--- config.mk ---
export PLATFORM = sky130hd
export DESIGN_NAME = rci_queue
export DESIGN_NICKNAME = d
export VERILOG_FILES = /design/src/rci_pkg.sv /design/src/rci_queue.sv
export VERILOG_INCLUDE_DIRS = /design/src /design/src/src
export SDC_FILE = /design/constraint.sdc
export NUM_CORES = 1
export LEC_CHECK = 0
export ABC_CLOCK_PERIOD_IN_PS = 5300
export BUFFER_PORTS_ARGS = -buffer_cell sky130_fd_sc_hd__buf_4
export CORE_MARGIN = 2
export CORE_UTILIZATION = 54
export CTS_BUF_LIST = sky130_fd_sc_hd__clkbuf_8
export CTS_CLUSTER_DIAMETER = 50
export DETAILED_ROUTE_END_ITERATION = 6
export PLACE_DENSITY = 0.77
export SKIP_LAST_GASP = 1
export SLEW_MARGIN = 20
export SYNTH_ARGS = -nofsm -noshare
export SYNTH_HDL_FRONTEND = slang
export SYNTH_SLANG_ARGS = --single-unit
--- constraint.sdc ---
create_clock -name clk -period 5.3 [get_ports clk]
set_clock_uncertainty 0.15 [all_clocks]
set_input_delay 0.265 -clock clk [delete_from_list [all_inputs] [get_ports clk]]
set_output_delay 0.265 -clock clk [all_outputs]
set_load 0.01 [all_outputs]
--- src/assert_macros.svh ---
`ifndef ASSERT_MACROS_SVH
`define ASSERT_MACROS_SVH

// property checked on every rising clock edge, held off during reset
`define RCI_ASSERT(lbl, prop, msg) \
	lbl: assert property (@(posedge clk) disable iff (!arst_n) prop) \
		else $error(msg);

// condition in one cycle implies an expression in the next
`define RCI_ASSERT_NEXT(lbl, cond, expr, msg) \
	lbl: assert property (@(posedge clk) disable iff (!arst_n) (cond) |=> (expr)) \
		else $error(msg);

`endif

--- src/rci_pkg.sv ---
package rci_pkg;

	// register indexes on the configuration channel
	localparam logic [2:0] REG_CENTRE_X  = 3'd0;
	localparam logic [2:0] REG_CENTRE_Y  = 3'd1;
	localparam logic [2:0] REG_RADIUS    = 3'd2;
	localparam logic [2:0] REG_IS_SOURCE = 3'd3;
	localparam logic [2:0] REG_IGN_SRC   = 3'd4;

	localparam int SQRT_BITS = 32;
	localparam int QUO_BITS  = 17;

	localparam logic [30:0]        RADIUS_RST = 31'd65536;
	localparam logic signed [17:0] NORM_ONE   = 18'sd65536;

	typedef struct packed {
		logic signed [31:0] cx;
		logic signed [31:0] cy;
		logic [30:0]        r;
		logic               src;
		logic               ign;
	} cfg_t;

	// classified ray handed from the front to the back
	typedef struct packed {
		logic               miss;
		logic signed [31:0] ox;
		logic signed [31:0] oy;
		logic signed [17:0] dx;
		logic signed [17:0] dy;
		logic [34:0]        adj;
		logic [62:0]        v;
	} qitem_t;

endpackage

--- src/rci_queue.sv ---
module rci_queue #(
	parameter int DEPTH = 4
) (
	input  logic            clk,
	input  logic            arst_n,
	input  logic            push,
	input  rci_pkg::qitem_t wr_item,
	output logic            full,
	output logic            nonempty,
	input  logic            pop,
	output rci_pkg::qitem_t rd_item
);
	`include "assert_macros.svh"

	localparam int AW = (DEPTH > 1) ? $clog2(DEPTH) : 1;
	localparam int CW = $clog2(DEPTH + 1);

	rci_pkg::qitem_t mem_q [DEPTH];
	logic [AW-1:0]   wr_ptr_q;
	logic [AW-1:0]   rd_ptr_q;
	logic [CW-1:0]   count_q;

	assign full     = (count_q == CW'(DEPTH));
	assign nonempty = (count_q != '0);
	assign rd_item  = mem_q[rd_ptr_q];

	always_ff @(posedge clk or negedge arst_n) begin
		if (!arst_n) begin
			wr_ptr_q <= '0;
			rd_ptr_q <= '0;
			count_q  <= '0;
		end else begin
			if (push) begin
				wr_ptr_q <= (wr_ptr_q == AW'(DEPTH - 1)) ? '0 : wr_ptr_q + 1'b1;
			end
			if (pop) begin
				rd_ptr_q <= (rd_ptr_q == AW'(DEPTH - 1)) ? '0 : rd_ptr_q + 1'b1;
			end
			if (push && !pop) begin
				count_q <= count_q + 1'b1;
			end else if (pop && !push) begin
				count_q <= count_q - 1'b1;
			end
		end
	end

	always_ff @(posedge clk) begin
		if (push) begin
			mem_q[wr_ptr_q] <= wr_item;
		end
	end

	`RCI_ASSERT(no_overflow, push |-> !full, "queue written while full")
	`RCI_ASSERT(no_underflow, pop |-> nonempty, "queue read while empty")
	`RCI_ASSERT_NEXT(fill_kept, push && !pop, count_q != '0, "queue lost an entry")

endmodule

Yosys cells after proc, flatten, opt, wreduce, memory -nomap -nowiden
Memories as Yosys holds them, arrays and structs flattened.
Cells that the tools add are included.
{"block": "word_totals", "inputBits": 203, "ram_bits": 796, "out_inout_bits": 201, "ff_bits": 7, "mem_count": 1, "wordCells": 23}
{"block": "classes", "n_reduce_logical": 6, "mux": 6, "n_eq_ne": 3, "n_addsub": 4}
{"name": "mem_q", "depth": 4, "width": 199, "rd": 1, "rd_ports_with_merged_regs": 0, "write_ports": 1, "line": "rci_queue.sv:18", "source": "rci_pkg::qitem_t mem_q [DEPTH];"}
{"op": "2-to-1 mux 3 bit", "n": 2}
{"op": "adder 2 x 1 -> 2 bit (second input constant)", "n": 2}
{"op": "equality test 2 bit (second input constant)", "n": 2}
{"op": "2-to-1 mux 2 bit", "n": 2}
{"op": "adder 3 x 1 -> 3 bit (second input constant)", "n": 1}
{"op": "equality test 3 bit (second input constant)", "n": 1}
{"op": "nonzero test 3 bit", "n": 1}
{"op": "subtractor 3 x 1 -> 3 bit (second input constant)", "n": 1}
{"op": "logical AND 1 bit", "n": 2}
{"op": "zero test 1 bit", "n": 2}
{"op": "2-to-1 mux 1 bit", "n": 2}
{"op": "nonzero test 2 bit", "n": 1}

Logic depth before layout (Yosys ltp)
Gate-level depths: netlist of the first run.
{"block": "logic_depth", "depth_word": 4, "mapped_depth": 7, "ltp_nobuf": 7}

Worst setup path before layout of the first run
OpenSTA, ideal clock, no wires.
{"block": "synth_timing", "kind": "reg-to-reg", "from": "register wr_ptr_q[0]", "to": "memory mem_q[0][0] in the netlist's numbering, enable pin", "stages_incl_launch_ff": 4, "t_arrival_ns": 5.150, "setup_slack_ns": -0.583, "path_cell_list": "dfrtp_1 -> inv_1 -> ha_1 -> and2_1"}
{"item": "start, declared", "line": "rci_queue.sv:19", "source": "logic [AW-1:0] wr_ptr_q;"}
{"item": "start signal, assigned", "line": "rci_queue.sv:34", "source": "wr_ptr_q <= (wr_ptr_q == AW'(DEPTH - 1)) ? '0 : wr_ptr_q + 1'b1;"}
{"item": "end, declared", "line": "rci_queue.sv:18"}
No word-level cell before the write port.

==> flow_summary.rst, run 1 <==
.. list-table::
   :header-rows: 1

   * - Metric
     - Value
   * - Result of the run
     - finished, final reports clean
   * - Final slew viol count
     - 0
   * - WP data arrival
     - 3200 ps
   * - # port buffers
     - 403
   * - Leakage component of the power
     - 0.0129 uW
   * - Unrepaired setup endpoints after global routing
     - false
   * - Clock slew seen by the registers of the worst setup and hold paths
     - 70 ps
   * - Count of cells along the worst register-to-register path
     - 4
   * - Number of warnings issued by yosys
     - 0
   * - Maximum number of pins on one net before global-route repair
     - 84
   * - Mean Syn Cell Area
     - 27.2 sq um
   * - Hold-critical path endpoint
     - mem_q[0][0]
   * - Worst hold slack
     - 145 ps
   * - Number of levels the H-tree was split into
     - 3
   * - Combinational family with the most area after synthesis
     - multiplexers
   * - Die X
     - 237 um
   * - Dpl hpwl
     - 33500 um
   * - Count of TritonRoute iterations in the first routing pass
     - 5
   * - Max_slew headroom
     - 26.6%
   * - Clock Sink Count
     - 803
   * - Max clock buf depth
     - 3
   * - Total routing resource utilization after global routing
     - 22.1%
   * - Ratio of cells with drive above 1 in the final layout
     - 41.2%
   * - Final worst path period need
     - 3610 ps
   * - Clk_lat worst skew
     - 700 ps
   * - TritonCTS buffer count
     - 120
   * - Worst ir drop on vdd
     - 0.357 mV
   * - Worst Tran Pin Value
     - 1100 ps
   * - Post-synthesis compound-gate area fraction
     - 0.0341%
   * - Leading post-synthesis cells by cell area
     - sky130_fd_sc_hd__edfxtp_1 (81%), sky130_fd_sc_hd__mux4_2 (15%), sky130_fd_sc_hd__buf_12 (1.4%)
   * - Number of global-route vias before repair
     - 15439
   * - Violation count after the first detailed-routing iteration
     - 878
   * - Flip-flop and latch count after synthesis
     - 803
   * - Cell Pwr Density
     - 512 nW/um^2
   * - Post-Syn Nets
     - 1287
   * - Max-capacitance violation count
     - 0
   * - Number of setup buffers added after CTS
     - 0
   * - Start point of the worst hold path
     - wr_item[0]
   * - Number of distinct library cells after synthesis
     - 21
   * - Count of standard-cell rows
     - 85
   * - Resized Gates After CTS
     - 0
   * - Final hold viol count
     - 0
   * - TritonCTS clock tree
     - done
   * - Total congestion overflow after global routing
     - 0
   * - Post-synthesis share of cell area spent on xor and xnor gates
     - 0.0896%
   * - Initial antenna violation count
     - 9
   * - Net count of the finished layout
     - 1985
   * - DRC Markers
     - 0
   * - Library cell used as clock root buffer
     - sky130_fd_sc_hd__clkbuf_8
   * - Period utilisation layout
     - 68.2%
   * - Initial core utilization
     - 54.5%
   * - Total Die Area
     - 56200 sq um
   * - Routability congestion estimate
     - 0.740
   * - Share of synthesized area spent on multiplexers
     - 15.4%
   * - Synth Instances
     - 1077
   * - Via-per-instance ratio
     - 5.49
   * - Adder and majority cell fraction of the synthesized area
     - 0.324%
   * - Share of the synthesized area in the top cell type
     - 81.5%
   * - Reg-to-Reg Start
     - wr_ptr_q[1]
   * - Die height
     - 237 um
   * - Critical-path maximum fanout
     - 74
   * - Hold Path Stages
     - 2
   * - Routed via count
     - 14074
   * - Final routed wirelength across all metal layers
     - 60600 um
   * - Remaining antenna violation count
     - 0
   * - Simple-gate share of the synthesized area
     - 0.196%
   * - Crit end category
     - output pin
   * - Data required time at the worst endpoint
     - 4890 ps
   * - Floorplan Core Area
     - 53800 sq um
   * - Area growth from synthesis to layout
     - 26.7%
   * - Nature of the critical path startpoint
     - register
   * - Routed len/inst
     - 23.6 um
   * - Post-Syn Area
     - 29300 sq um
   * - Total negative slack
     - 0 ps
   * - Highest clock rate
     - 0.277 GHz
   * - Worst Hold Class
     - input pin to register
   * - Register-to-register setup slack
     - 2690 ps
   * - Global-route wire length before repair
     - 92400 um
   * - Classification of the worst setup path
     - register to output pin
   * - Library cell occupying the most area in the post-synthesis netlist
     - sky130_fd_sc_hd__edfxtp_1
   * - Setup violation total in the final timing report
     - 0
   * - Sequential area share after synthesis
     - 82.1%
   * - Number of primary I/O pins
     - 404
   * - Critical R2R Capture
     - mem_q[1][185]
==> sequential cells by signal (all words and copies together), names as in the netlist <==
| signal | flops |
|---|---|
| count_q | 3 |
| mem_q | 796 |
| wr_ptr_q | 2 |
| rd_ptr_q | 2 |
==> placed cells by master, fill, tap and decap left out, drive strengths merged, types with 3 or more instances in the layout <==
| master | n |
|---|---|
| edfxtp | 796 |
| buf | 418 |
| dlygate4sd3 | 203 |
| mux4 | 199 |
| clkbuf | 121 |
| inv | 51 |
| clkinv | 34 |
| dfrtp | 7 |
| ha | 6 |
| diode | 5 |
| bufinv | 5 |
| and2 | 4 |
| mux2 | 3 |
| nor2 | 3 |
| clkinvlp | 3 |
==> final cells by class <==
cell class | count | area, sq um
repair buffers | 621 | 5300
well taps | 696 | 871
inverters | 4 | 15.0
fillers | 3110 | 16600
diodes | 5 | 12.5
multi-input cells | 225 | 4710
clock inverters | 89 | 513
clock buffers | 121 | 1670
flip-flops and latches | 803 | 24100
==> what timing repair did <==
item / 4_1_cts / 5_1_grt
endpoints found under the setup margin: 0 / 0
hold endpoints to repair: 810 / 0
hold buffers: 203 / 0
==> per-layer routing <==
layer	track usage, %	wire length [um]	up-vias
li1	-	-	6104
met5	0	53	-
met4	7.99	1450	8
met3	5.89	4440	105
met2	37.0	31600	538
met1	28.2	23100	7319
==> logic make-up (layout without fill, tap and decap cells) <==
group	Yosys count	after routing
muxes	202	202
other	0	5
buffers and inverters	49	835
and+or+nand+nor	11	11
DFF	803	803
AOI/OAI and AO/OA	2	2
adders and majority gates	7	7
xor gates and xnor gates	3	3
==> Yosys cell counts <==
master	number
sky130_fd_sc_hd__fa_1	1
sky130_fd_sc_hd__mux2_2	3
sky130_fd_sc_hd__ha_1	6
sky130_fd_sc_hd__xor2_1	2
sky130_fd_sc_hd__inv_1	4
sky130_fd_sc_hd__clkbuf_1	2
sky130_fd_sc_hd__nand2_1	2
sky130_fd_sc_hd__mux4_2	199
sky130_fd_sc_hd__o21ai_0	2
sky130_fd_sc_hd__buf_4	1
sky130_fd_sc_hd__nor2_1	3
sky130_fd_sc_hd__and2_1	4
sky130_fd_sc_hd__dfrtp_1	7
sky130_fd_sc_hd__buf_12	20
sky130_fd_sc_hd__buf_8	1
sky130_fd_sc_hd__buf_6	1
sky130_fd_sc_hd__buf_2	20
sky130_fd_sc_hd__edfxtp_1	796
sky130_fd_sc_hd__or3_1	1
sky130_fd_sc_hd__xnor2_1	1
sky130_fd_sc_hd__nor3b_1	1
==> critical path: stages (launching register included) <==
cell	delay (ps)
sky130_fd_sc_hd__dfrtp_4	1000
sky130_fd_sc_hd__buf_12	500
sky130_fd_sc_hd__mux4_2	630
sky130_fd_sc_hd__buf_4	170
==> power breakdown <==
part	total, uW	internal (uW)	leakage, uW	switching (uW)
logic	5860	3020	0.00427	2850
registers	8580	8140	0.00739	441
clock network	4590	2350	0.00127	2230
total	19000	13500	0.0129	5520
==> worst max-delay path by stage <==
stage | end | start
after CTS | rd_item[164] | rd_ptr_q[0]
after detailed placement | rd_item[158] | rd_ptr_q[0]
after global routing | rd_item[185] | rd_ptr_q[0]
final | rd_item[185] | rd_ptr_q[0]
after global placement | rd_item[158] | rd_ptr_q[0]
after floorplan | mem_q[2][0] | wr_ptr_q[0]
==> stage by stage <==
stage               total power [uW]  area (sq um)  util, %  worst slack [ps]  std cells
floorplan                      12200         29300        -              1650       1077
global placement               14400         32900     61.2              2340       2146
detailed placement             14500         32900     61.2              2360       2146
CTS                            19200         37200     69.1              1590       2559
global route                   19900         37200     69.1              1400       2564
finish                         19000         37200     69.1              1690       2564
No activity file was read; power rests on OpenSTA's default activity.
==> run 2: changes to the inputs <==
Settings changed: ABC_CLOCK_PERIOD_IN_PS 5300 to 3600, CORE_UTILIZATION 54 to 55, PLACE_DENSITY 0.77 to 0.75.
Clock period 5.3 ns to 3.6 ns, I/O delays scaled along.
==> flow_summary.rst, run 2 (same netlist as run 1, synthesis figures left out) <==
.. list-table::
   :header-rows: 1

   * - Metric
     - Value
   * - DRC Markers
     - 0 (unchanged)
   * - Slack of the critical path
     - 556 ps (-1130 ps)
   * - Total Die Area
     - 55200 sq um (-1.8%)
   * - Classification of the worst setup path
     - register to output pin
   * - Total congestion overflow after global routing
     - 0 (unchanged)
   * - Final routed wirelength across all metal layers
     - 63700 um (+5.1%)
   * - Remaining antenna violation count
     - 0 (unchanged)
   * - Max-capacitance violation count
     - 0 (unchanged)
   * - Count of cells along the worst register-to-register path
     - 4 (unchanged)
   * - Worst Hold Class
     - input pin to register
   * - Number of filler instances in the final layout
     - 2818 (-9.4%)
   * - Number of global-route vias before repair
     - 16079 (+4.1%)
   * - Net count of the finished layout
     - 2074 (+4.5%)
   * - Initial antenna violation count
     - 7 (-2)
   * - Highest-count cells in the layout ignoring fill and taps
     - sky130_fd_sc_hd__edfxtp_1 (796), sky130_fd_sc_hd__buf_4 (415), sky130_fd_sc_hd__dlygate4sd3_1 (268)
   * - Leakage component of the power
     - 0.0134 uW (+3.4%)
   * - Final slew viol count
     - 0 (unchanged)
   * - Violation count after the first detailed-routing iteration
     - 1049 (+19%)
   * - Count of TritonRoute iterations in the first routing pass
     - 5 (unchanged)
   * - Floorplan Core Area
     - 52700 sq um (-2.2%)
   * - Cell Pwr Density
     - 743 nW/um^2 (+45%)
   * - Period utilisation layout
     - 84.5%
   * - # port buffers
     - 403 (unchanged)
   * - Max_slew headroom
     - 40.8% (+14 points)
   * - Max reg flops
     - 796 (unchanged)
   * - Worst Tran Pin Value
     - 888 ps (-214 ps)
   * - Final worst path period need
     - 3040 ps
   * - Resized Gates After CTS
     - 0 (unchanged)
   * - TritonCTS buffer count
     - 120 (unchanged)
   * - Clk_lat worst skew
     - 710 ps (about the same)
   * - Number of levels the H-tree was split into
     - 3 (unchanged)
   * - Hold Path Stages
     - 2 (unchanged)
   * - Number of primary I/O pins
     - 404 (unchanged)
   * - Clock slew seen by the registers of the worst setup and hold paths
     - 60 ps (about the same)
   * - Clock Sink Count
     - 803 (unchanged)
   * - WP data arrival
     - 2710 ps (-490 ps)
   * - Total routing resource utilization after global routing
     - 23.1% (+1.0 points)
   * - Largest registers ranked by flip-flop count
     - mem_q (796), count_q (3)
   * - Routed via count
     - 14593 (+3.7%)
   * - Number of setup buffers added after CTS
     - 0 (unchanged)
   * - Data required time at the worst endpoint
     - 3270 ps (-1620 ps)
   * - Die X
     - 235 um (-0.90%)
   * - Routed len/inst
     - 24.0 um (+1.5%)
   * - Count of standard-cell rows
     - 84 (-1.2%)
   * - Setup violation total in the final timing report
     - 0 (unchanged)
   * - Via-per-instance ratio
     - 5.50 (+0.17%)
   * - TritonCTS clock tree
     - done
   * - Die height
     - 235 um (-0.90%)
   * - Largest Register
     - mem_q
   * - Total negative slack
     - 0 ps (unchanged)
   * - Maximum number of pins on one net before global-route repair
     - 102 (+21%)
   * - Max clock buf depth
     - 3 (unchanged)
   * - Global-route wire length before repair
     - 96200 um (+4.1%)
   * - Result of the run
     - finished, final reports clean
   * - Final hold viol count
     - 0 (unchanged)
   * - Highest clock rate
     - 0.329 GHz
   * - Library cell used as clock root buffer
     - sky130_fd_sc_hd__clkbuf_8
   * - Area growth from synthesis to layout
     - 29.9%
   * - Initial core utilization
     - 55.7% (+1.2 points)
   * - Routability congestion estimate
     - 0.767 (+3.5%)
   * - Unrepaired setup endpoints after global routing
     - false
   * - Dpl hpwl
     - 35400 um (+5.4%)
   * - Nature of the critical path startpoint
     - register
   * - Worst ir drop on vdd
     - 0.514 mV (+44%)
   * - Placement-stage worst setup slack
     - 1240 ps (-1120 ps)
   * - Critical-path maximum fanout
     - 30 (-59%)
   * - Ratio of cells with drive above 1 in the final layout
     - 40.2% (-0.95 points)
   * - Commonest non-fill, non-tap cell in the layout
     - sky130_fd_sc_hd__edfxtp_1
   * - Crit end category
     - output pin
## run 2: final timing paths
kind / startpoint / to / slack [ps]
min in group asynchronous: arst_n / count_q[1] / 300
hold reg to reg: count_q[2] / count_q[2] / 330
setup reg to reg: wr_ptr_q[1] / mem_q[0][185] / 1310
setup / recovery: rd_ptr_q[0] / rd_item[99] / 560
max in group asynchronous: arst_n / rd_ptr_q[1] / 2700
hold / removal: wr_item[107] / mem_q[3][107] / 60
## run 2: critical path, cell delays in order, from the launching register on
cell and delay [ps]:
sky130_fd_sc_hd__dfrtp_4 920, sky130_fd_sc_hd__buf_12 310, sky130_fd_sc_hd__mux4_2 560, sky130_fd_sc_hd__buf_4 170
## run 2: layout make-up
cell class | count | area (sq um) | area share, %
multi-input cells | 225 | 4710 | 12.4
diodes | 7 | 17.5 | 0.0460
inverters | 4 | 15.0 | 0.0394
flip-flops and latches | 803 | 24100 | 63.2
repair buffers | 710 | 6340 | 16.6
clock inverters | 95 | 400 | 1.05
clock buffers | 122 | 1680 | 4.41
well taps | 688 | 861 | 2.26
## run 2: per-layer routing
layer | GRT usage (%) | part of all wire [%] | vias up
met5 | 0 | 0.016 | -
met4 | 9.90 | 3.2 | 2
met3 | 5.78 | 7.2 | 113
met2 | 38.9 | 52 | 612
met1 | 28.9 | 37 | 7571
li1 | - | - | 6295
## run 2: report_power, final
group | switching, uW | internal [uW] | total, uW
logic | 4440 | 4810 | 9240
clock network | 3360 | 3140 | 6490
registers | 601 | 12000 | 12600
total | 8390 | 19900 | 28300
## run 2: repair_timing
item	4_1_cts	5_1_grt
setup endpoints to repair	0	0
hold endpoints to repair	835	0
hold buffers	268	0
## run 2: per-stage QoR
stage | hold slack (ps) | instance area [sq um] | utilization, % | total power [uW] | std cells
3_3_place_gp | -152 | 33300 | 63.3 | 21600 | 2162
6_report | 64.5 | 38100 | 72.4 | 28300 | 2654
4_1_cts | 0.0819 | 38100 | 72.3 | 28400 | 2647
2_1_floorplan | -266 | 29300 | - | 17900 | 1077
3_5_place_dp | -149 | 33300 | 63.3 | 21800 | 2162
5_1_grt | 19.6 | 38100 | 72.4 | 29500 | 2653
